$ cat config.mk
export PLATFORM = sky130hd
export DESIGN_NAME = sorted_priority_queue
export DESIGN_NICKNAME = d
export VERILOG_FILES = /design/src/rtl/spq_pkg.sv /design/src/rtl/spq_cell.sv /design/src/rtl/sorted_priority_queue.sv
export SDC_FILE = /design/constraint.sdc
export NUM_CORES = 1
export LEC_CHECK = 0
export ABC_AREA = 1
export CAP_MARGIN = 20
export CELL_PAD_IN_SITES_DETAIL_PLACEMENT = 0
export CELL_PAD_IN_SITES_GLOBAL_PLACEMENT = 1
export CORE_UTILIZATION = 30
export CTS_CLUSTER_DIAMETER = 100
export CTS_CLUSTER_SIZE = 30
export DETAILED_ROUTE_END_ITERATION = 10
export DONT_BUFFER_PORTS = 1
export PLACE_DENSITY = 0.62
export SKIP_CTS_REPAIR_TIMING = 1
export SLEW_MARGIN = 20
export SYNTH_ARGS = -nofsm -noshare
export SYNTH_HDL_FRONTEND = slang
export SYNTH_SLANG_ARGS = --single-unit
$ cat constraint.sdc
create_clock -name clock -period 4.1 [get_ports clock]
set_input_delay 0.82 -clock clock [delete_from_list [all_inputs] [get_ports clock]]
set_output_delay 0.82 -clock clock [all_outputs]
set_load 0.05 [all_outputs]
$ cat src/rtl/spq_pkg.sv
// Shared types, sizes and codes for the sorted priority queue.
`timescale 1ns / 1ps
`default_nettype none
package spq_pkg;

   localparam int QUEUE_DEPTH    = 16;
   localparam int PRIORITY_WIDTH = 8;
   localparam int PAYLOAD_WIDTH  = 32;
   localparam int COUNT_WIDTH    = $clog2(QUEUE_DEPTH + 1);
   localparam int KIND_WIDTH     = 2;
   localparam int STATUS_WIDTH   = 2;

   localparam int REQ_DATA_WIDTH = ((PRIORITY_WIDTH + PAYLOAD_WIDTH + 7) / 8) * 8;
   localparam int RSP_DATA_WIDTH =
      ((PRIORITY_WIDTH + PAYLOAD_WIDTH + COUNT_WIDTH + 7) / 8) * 8;
   localparam int REQ_PAD_WIDTH  = REQ_DATA_WIDTH - PRIORITY_WIDTH - PAYLOAD_WIDTH;
   localparam int RSP_PAD_WIDTH  =
      RSP_DATA_WIDTH - PRIORITY_WIDTH - PAYLOAD_WIDTH - COUNT_WIDTH;

   typedef logic [KIND_WIDTH-1:0]     req_kind_type;
   typedef logic [STATUS_WIDTH-1:0]   status_type;
   typedef logic [PRIORITY_WIDTH-1:0] priority_type;
   typedef logic [PAYLOAD_WIDTH-1:0]  payload_type;
   typedef logic [COUNT_WIDTH-1:0]    count_type;

   localparam req_kind_type REQ_ENQUEUE = 2'd0;
   localparam req_kind_type REQ_DEQUEUE = 2'd1;
   localparam req_kind_type REQ_PEEK    = 2'd2;

   localparam status_type STATUS_OK    = 2'd0;
   localparam status_type STATUS_EMPTY = 2'd1;
   localparam status_type STATUS_FULL  = 2'd2;

   typedef struct packed {
      logic         valid;
      priority_type prio;
      payload_type  payload;
   } entry_type;

   typedef struct packed {
      logic         insert;
      logic         remove;
      priority_type prio;
      payload_type  payload;
   } cell_cmd_type;

endpackage
`default_nettype wire

$ cat src/rtl/spq_cell.sv
// One slot of the sorted chain: holds an entry, shifts left or right, or loads the new one.
`timescale 1ns / 1ps
`default_nettype none
module spq_cell (
   input  wire                    clock,
   input  wire                    reset,
   input  spq_pkg::cell_cmd_type  cmd,
   input  spq_pkg::entry_type     left_entry,
   input  wire                    left_keep,
   input  spq_pkg::entry_type     right_entry,
   output spq_pkg::entry_type     entry,
   output logic                   keep
);
   import spq_pkg::*;

   logic         valid_ff, valid_in;
   priority_type prio_ff, prio_in;
   payload_type  payload_ff, payload_in;

   assign keep  = valid_ff && (prio_ff <= cmd.prio);
   assign entry = '{valid: valid_ff, prio: prio_ff, payload: payload_ff};

   always_comb begin
      valid_in   = valid_ff;
      prio_in    = prio_ff;
      payload_in = payload_ff;
      priority if (cmd.insert && !keep && left_keep) begin
         valid_in   = 1'b1;
         prio_in    = cmd.prio;
         payload_in = cmd.payload;
      end else if (cmd.insert && !keep) begin
         valid_in   = left_entry.valid;
         prio_in    = left_entry.prio;
         payload_in = left_entry.payload;
      end else if (cmd.remove) begin
         valid_in   = right_entry.valid;
         prio_in    = right_entry.prio;
         payload_in = right_entry.payload;
      end
   end

   always_ff @(posedge clock) begin
      if (reset) begin
         valid_ff <= 1'b0;
      end else begin
         valid_ff <= valid_in;
      end
      prio_ff    <= prio_in;
      payload_ff <= payload_in;
   end

endmodule
`default_nettype wire

$ cat src/rtl/sorted_priority_queue.sv
// Top level: sorted minimum-priority queue built as a chain of slot cells.
//
//   channel | direction | tuser            | tdata (lowest bit up)
//   req     | in        | req_type         | in_priority, in_payload
//   rsp     | out       | status           | out_priority, out_payload, entry_count
//
// One request per cycle while the response register is empty or being drained; each
// request passes through the chain and its result appears in the response register on the next cycle.
// Every cell compares against the new priority in parallel and shifts in one step.
// A request is taken while the response register is empty or being drained.
// Synchronous reset empties every slot and clears the count.
`timescale 1ns / 1ps
`default_nettype none
module sorted_priority_queue (
   input  wire                                   clock,
   input  wire                                   reset,
   input  wire                                   req_tvalid,
   output logic                                  req_tready,
   input  wire  [spq_pkg::REQ_DATA_WIDTH-1:0]    req_tdata,  // in_priority, in_payload
   input  wire  [spq_pkg::KIND_WIDTH-1:0]        req_tuser,  // req_type
   output logic                                  rsp_tvalid,
   input  wire                                   rsp_tready,
   output logic [spq_pkg::RSP_DATA_WIDTH-1:0]    rsp_tdata,  // out_priority, out_payload, entry_count
   output logic [spq_pkg::STATUS_WIDTH-1:0]      rsp_tuser   // status
);
   import spq_pkg::*;

   localparam int LAST = QUEUE_DEPTH - 1;

   logic         accept;
   req_kind_type req_kind;
   priority_type req_prio;
   payload_type  req_payload;
   logic         full, empty;
   cell_cmd_type cmd;

   entry_type              chain_entry [QUEUE_DEPTH];
   logic [QUEUE_DEPTH-1:0] chain_keep;
   logic [QUEUE_DEPTH-1:0] chain_valid;

   logic         rsp_valid_ff, rsp_valid_in;
   status_type   rsp_status_ff, rsp_status_in;
   priority_type rsp_prio_ff, rsp_prio_in;
   payload_type  rsp_payload_ff, rsp_payload_in;
   count_type    count_ff, count_in;

   assign req_kind    = req_tuser;
   assign req_prio    = req_tdata[PRIORITY_WIDTH-1:0];
   assign req_payload = req_tdata[PRIORITY_WIDTH +: PAYLOAD_WIDTH];

   assign req_tready = !rsp_valid_ff || rsp_tready;
   assign accept     = req_tvalid && req_tready;
   assign full       = chain_entry[LAST].valid;
   assign empty      = !chain_entry[0].valid;

   assign cmd.insert  = accept && (req_kind == REQ_ENQUEUE) && !full;
   assign cmd.remove  = accept && (req_kind == REQ_DEQUEUE) && !empty;
   assign cmd.prio    = req_prio;
   assign cmd.payload = req_payload;

   for (genvar i = 0; i < QUEUE_DEPTH; i++) begin : g_cell
      entry_type left_entry, right_entry;
      logic      left_keep;
      if (i == 0) begin : g_head
         assign left_entry = '0;
         assign left_keep  = 1'b1;
      end else begin : g_body
         assign left_entry = chain_entry[i-1];
         assign left_keep  = chain_keep[i-1];
      end
      if (i == LAST) begin : g_tail
         assign right_entry = '0;
      end else begin : g_link
         assign right_entry = chain_entry[i+1];
      end
      spq_cell u_cell (
         .clock       (clock),
         .reset       (reset),
         .cmd         (cmd),
         .left_entry  (left_entry),
         .left_keep   (left_keep),
         .right_entry (right_entry),
         .entry       (chain_entry[i]),
         .keep        (chain_keep[i])
      );
      assign chain_valid[i] = chain_entry[i].valid;
   end

   always_comb begin
      rsp_valid_in   = rsp_valid_ff && !rsp_tready;
      rsp_status_in  = rsp_status_ff;
      rsp_prio_in    = rsp_prio_ff;
      rsp_payload_in = rsp_payload_ff;
      count_in       = count_ff;
      if (accept) begin
         rsp_valid_in   = 1'b1;
         rsp_status_in  = STATUS_OK;
         rsp_prio_in    = '0;
         rsp_payload_in = '0;
         unique case (req_kind)
            REQ_ENQUEUE: begin
               if (full) begin
                  rsp_status_in = STATUS_FULL;
               end else begin
                  count_in = count_ff + 1'b1;
               end
            end
            REQ_DEQUEUE, REQ_PEEK: begin
               if (empty) begin
                  rsp_status_in = STATUS_EMPTY;
               end else begin
                  rsp_prio_in    = chain_entry[0].prio;
                  rsp_payload_in = chain_entry[0].payload;
                  if (req_kind == REQ_DEQUEUE) begin
                     count_in = count_ff - 1'b1;
                  end
               end
            end
            default: begin
            end
         endcase
      end
   end

   always_ff @(posedge clock) begin
      if (reset) begin
         rsp_valid_ff <= 1'b0;
         count_ff     <= '0;
      end else begin
         rsp_valid_ff <= rsp_valid_in;
         count_ff     <= count_in;
      end
      rsp_status_ff  <= rsp_status_in;
      rsp_prio_ff    <= rsp_prio_in;
      rsp_payload_ff <= rsp_payload_in;
   end

   assign rsp_tvalid = rsp_valid_ff;
   assign rsp_tuser  = rsp_status_ff;
   assign rsp_tdata  = {{RSP_PAD_WIDTH{1'b0}}, count_ff, rsp_payload_ff, rsp_prio_ff};

   a_count_matches: assert property (@(posedge clock) disable iff (reset)
      $countones(chain_valid) == int'(count_ff))
      else $error("entry count differs from occupied slots");

   a_valid_prefix: assert property (@(posedge clock) disable iff (reset)
      (chain_valid & (chain_valid + 1'b1)) == '0)
      else $error("occupied slots do not form a prefix");

   a_front_sorted: assert property (@(posedge clock) disable iff (reset)
      chain_entry[1].valid |-> (chain_entry[0].prio <= chain_entry[1].prio))
      else $error("front of chain out of order");

   a_transfer_answered: assert property (@(posedge clock) disable iff (reset)
      accept |=> rsp_valid_ff)
      else $error("accepted request produced no response");

endmodule
`default_nettype wire

==> metrics.md <==
| Metric | Value |
|---|---|
| Worst relative slew slack | between 30% and 40% |
| Most numerous cell in the Yosys netlist | nand2_1 |
| Area leader, netlist | edfxtp_1 |
| Run status | finished clean |
| Row count | approximately 130 |
| Synth async-reset ratio | 0% |
| Crit path kind | reg -> reg |
| NumNets Final | ~4700 |
| Synth top area cells | edfxtp_1 52%, nand2_1 19%, nand3_1 7.7% |
| Chip Width | about 360 um |
| CP Launch Type | flop |
| Worst Path Max Fanout | just under 80 |
| Util after Layout | between 30 and 40% |
| Worst endpoint required time | roughly 4.5 ns |
| LEAKAGE | between 0.015 and 0.02 uW |
| Total GRT Usage | between 10% and 20% |
| CTS Buffer Depth | 3 |
| GR Overflow Total | 0 |
| Largest net degree at the start of global routing | about 120 |
| IO buf count | 0 |
| Via count | between 30000 and 40000 |
| Post-route antenna net violation count | 0 |
| Final min period | about 3.4 ns |
| Crit. End Element | flop |
| DR pass1 iterations | 6 |
| GPL Wtd Cong | about 0.77 |
| Clk slew on worst S/H paths | ~0.11 ns |
| Synth Flop Type | edfxtp_1 |
| Synthesized flop and latch total | 704 |
| Pwr Density | 344.5 nW/um2 |
| Crit path from | rsp_tvalid$_SDFF_PP0_ |
| Part of the Yosys area used for sequential elements | about 53% |
| Post-route DRC | 0 |
| Dpl hpwl | around 74000 um |
| Synth warn | 0 |
| Slew Limit Fails | 0 |
| IO Count | 98 |
| Worst R2R End | g_cell[10].u_cell.payload_ff[13]$_DFFE_PP_ |
| Layout Skew | 0.03664 ns |
| Initial antenna violation count | 0 |
| Yosys top cell area share | approximately 52% |
| Max-cap violations | 0 |
| Met2 Use GR | around 28% |
| First-pass GRT wire length | 174600 um |
| M1 GR Usage | between 20% and 30% |
| RSZ-0062 raised after global routing | no |
| Vias per cell | around 4.8 |
| Leading cell types by count after synthesis | 1957 x nand2_1, 682 x edfxtp_1, 605 x nand3_1, 495 x o21ai_0, 236 x clkbuf_1 |
| Final Cycle Share | between 80 and 90% |
| R2R cell count | 8 |
| Post-synth EDFFs | roughly 680 |
| Clock root cell | clkbuf_16 |
| Hold endpoint | g_cell[14].u_cell.valid_ff$_SDFFE_PP0P_ |
| Initial DRC count | between 1500 and 2000 |
| TNS Setup | 0 ns |
| Worst min path class | in -> reg |
| WL per Instance | between 15 and 20 um |
| CTS Buf Count | 37 |
| Min-delay src | reset |
| Layout area overhead | 7.328% |
| N_diodes | 0 |
| Reg-to-Reg Start | rsp_tvalid$_SDFF_PP0_ |
| Synth Instances | 4746 |
| Final hold violation count | 0 |
| Worst IR Drop VDD | approximately 0.23 mV |
| Starting Density | a little under a third |
| Fmax | 296.2 MHz |
| # setup viols final | 0 |
| Met3 usage | about 1.5% |
| Worst skew pair latency | 0.61 ns |
| Clock Sink Count | around 700 |
| Chip height | about 360 um |
| Htree depth | 2 |
| Synthesized area per cell | roughly 8.3 um2 |
| Tightest Pin Transition | roughly 1 ns |
| Hold Crit Depth | 1 |
| Core area | approximately 130000 um2 |
| Number of global-route vias before repair | around 31000 |
| Share of post-route cells with drive strength above 1 | under 10% |
| Final WL | roughly 110000 um |
| Die area | between 100000 and 150000 um2 |
| Synth unique cells | 32 |
| Mapped Area | ~39000 um2 |
| R2R Setup Slk | 0.72 ns |
| Global routing's busiest layer | met2 |
| CTS tree | done |
| Arrival @ worst endpoint | around 3.8 ns |
-- layout make-up --
type                    count  area, um2
repair buffers             87      965.9
clock inverters            22      266.5
fillers                 13980      87520
multi-input cells        3524      16210
flip-flops and latches    704      20920
inverters                 166      626.9
well taps                1742       2180
clock buffers              40      957.2
-- stage by stage --
stage | instances | setup WS, ns | hold WS [ns] | total power [uW] | area (um2)
2_1_floorplan | 4748 | 0.01137 | 0.4781 | 9621 | 39260
3_3_place_gp | 6223 | 0.5476 | 0.5092 | 10060 | 40900
3_5_place_dp | 6223 | 0.4741 | 0.5089 | 10080 | 40900
4_1_cts | 6285 | 0.8373 | 0.2205 | 14710 | 42130
5_1_grt | 6285 | 0.3274 | 0.2334 | 15140 | 42130
6_report | 6285 | 0.7239 | 0.2764 | 14510 | 42130
-- state kept, by name, indices dropped and copies added, names as in the netlist --
name,cells
count_ff,5
rsp_tuser,2
g_cell.u_cell.valid_ff,16
rsp_tvalid,1
rsp_prio_ff,8
g_cell.u_cell.prio_ff,128
g_cell.u_cell.payload_ff,512
rsp_payload_ff,32
-- how the worst max path moves through the flow --
stage	endpoint	depth (start not counted)
floorplan	g_cell[0].u_cell.payload_ff[0]$_DFFE_PP_	9
global placement	g_cell[6].u_cell.prio_ff[4]$_DFFE_PP_	12
detailed placement	g_cell[10].u_cell.payload_ff[13]$_DFFE_PP_	13
CTS	g_cell[8].u_cell.payload_ff[22]$_DFFE_PP_	8
global route	g_cell[10].u_cell.payload_ff[13]$_DFFE_PP_	8
finish	g_cell[10].u_cell.payload_ff[13]$_DFFE_PP_	8
-- cells by family (layout without fill, tap and decap cells) --
family	Yosys count	count (layout)	synth area share, %
buffers and inverters	520	315	5.505
flip-flops	704	704	53.30
other	1	3	0.009554
XOR/XNOR	4	4	0.08927
adder cells (fa/ha/maj)	127	127	4.067
AND/OR/NAND/NOR	2712	2712	28.29
AO/OA/AOI/OAI	678	678	8.744
-- cell usage in the layout, fill, tap and decap left out, types with 15 or more instances in the layout --
cell       Yosys  routed
nand2_1     1957    1950
edfxtp_1     682     682
nand3_1      605     605
o21ai_0      495     495
inv_1        153     152
ha_1         126     126
o21ai_1      111     111
nor2_1        99      97
buf_4         19      62
a21oi_1       56      56
clkbuf_16      0      37
buf_12         0      25
dfxtp_1       22      22
nand2_2       13      20
nand4_1       15      15
-- critical path: stages, from the launching register on --
cell and delay [ns]:
dfxtp_1 0.49, nand2_2 0.34, nand2_1 0.18, nor3_4 0.18, buf_12 0.29, nand2_2 0.23, nor2_1 0.20, clkinv_2 0.73
o21ai_0 0.47
-- power breakdown --
part / internal, uW / total (uW) / leakage [uW] / switching, uW
clock: 1880 / 4620 / 0.000597 / 2740
sequential: 8200 / 8440 / 0.00650 / 242
combinational: 451 / 1450 / 0.0111 / 1000
-- metal layers --
layer	up-vias	share of wire, %
li1	15490	-
met1	14430	47
met2	346	49
met3	60	2.7
met4	0	1.0
met5	-	0
Note: power is estimated with default switching activity, not from simulation.
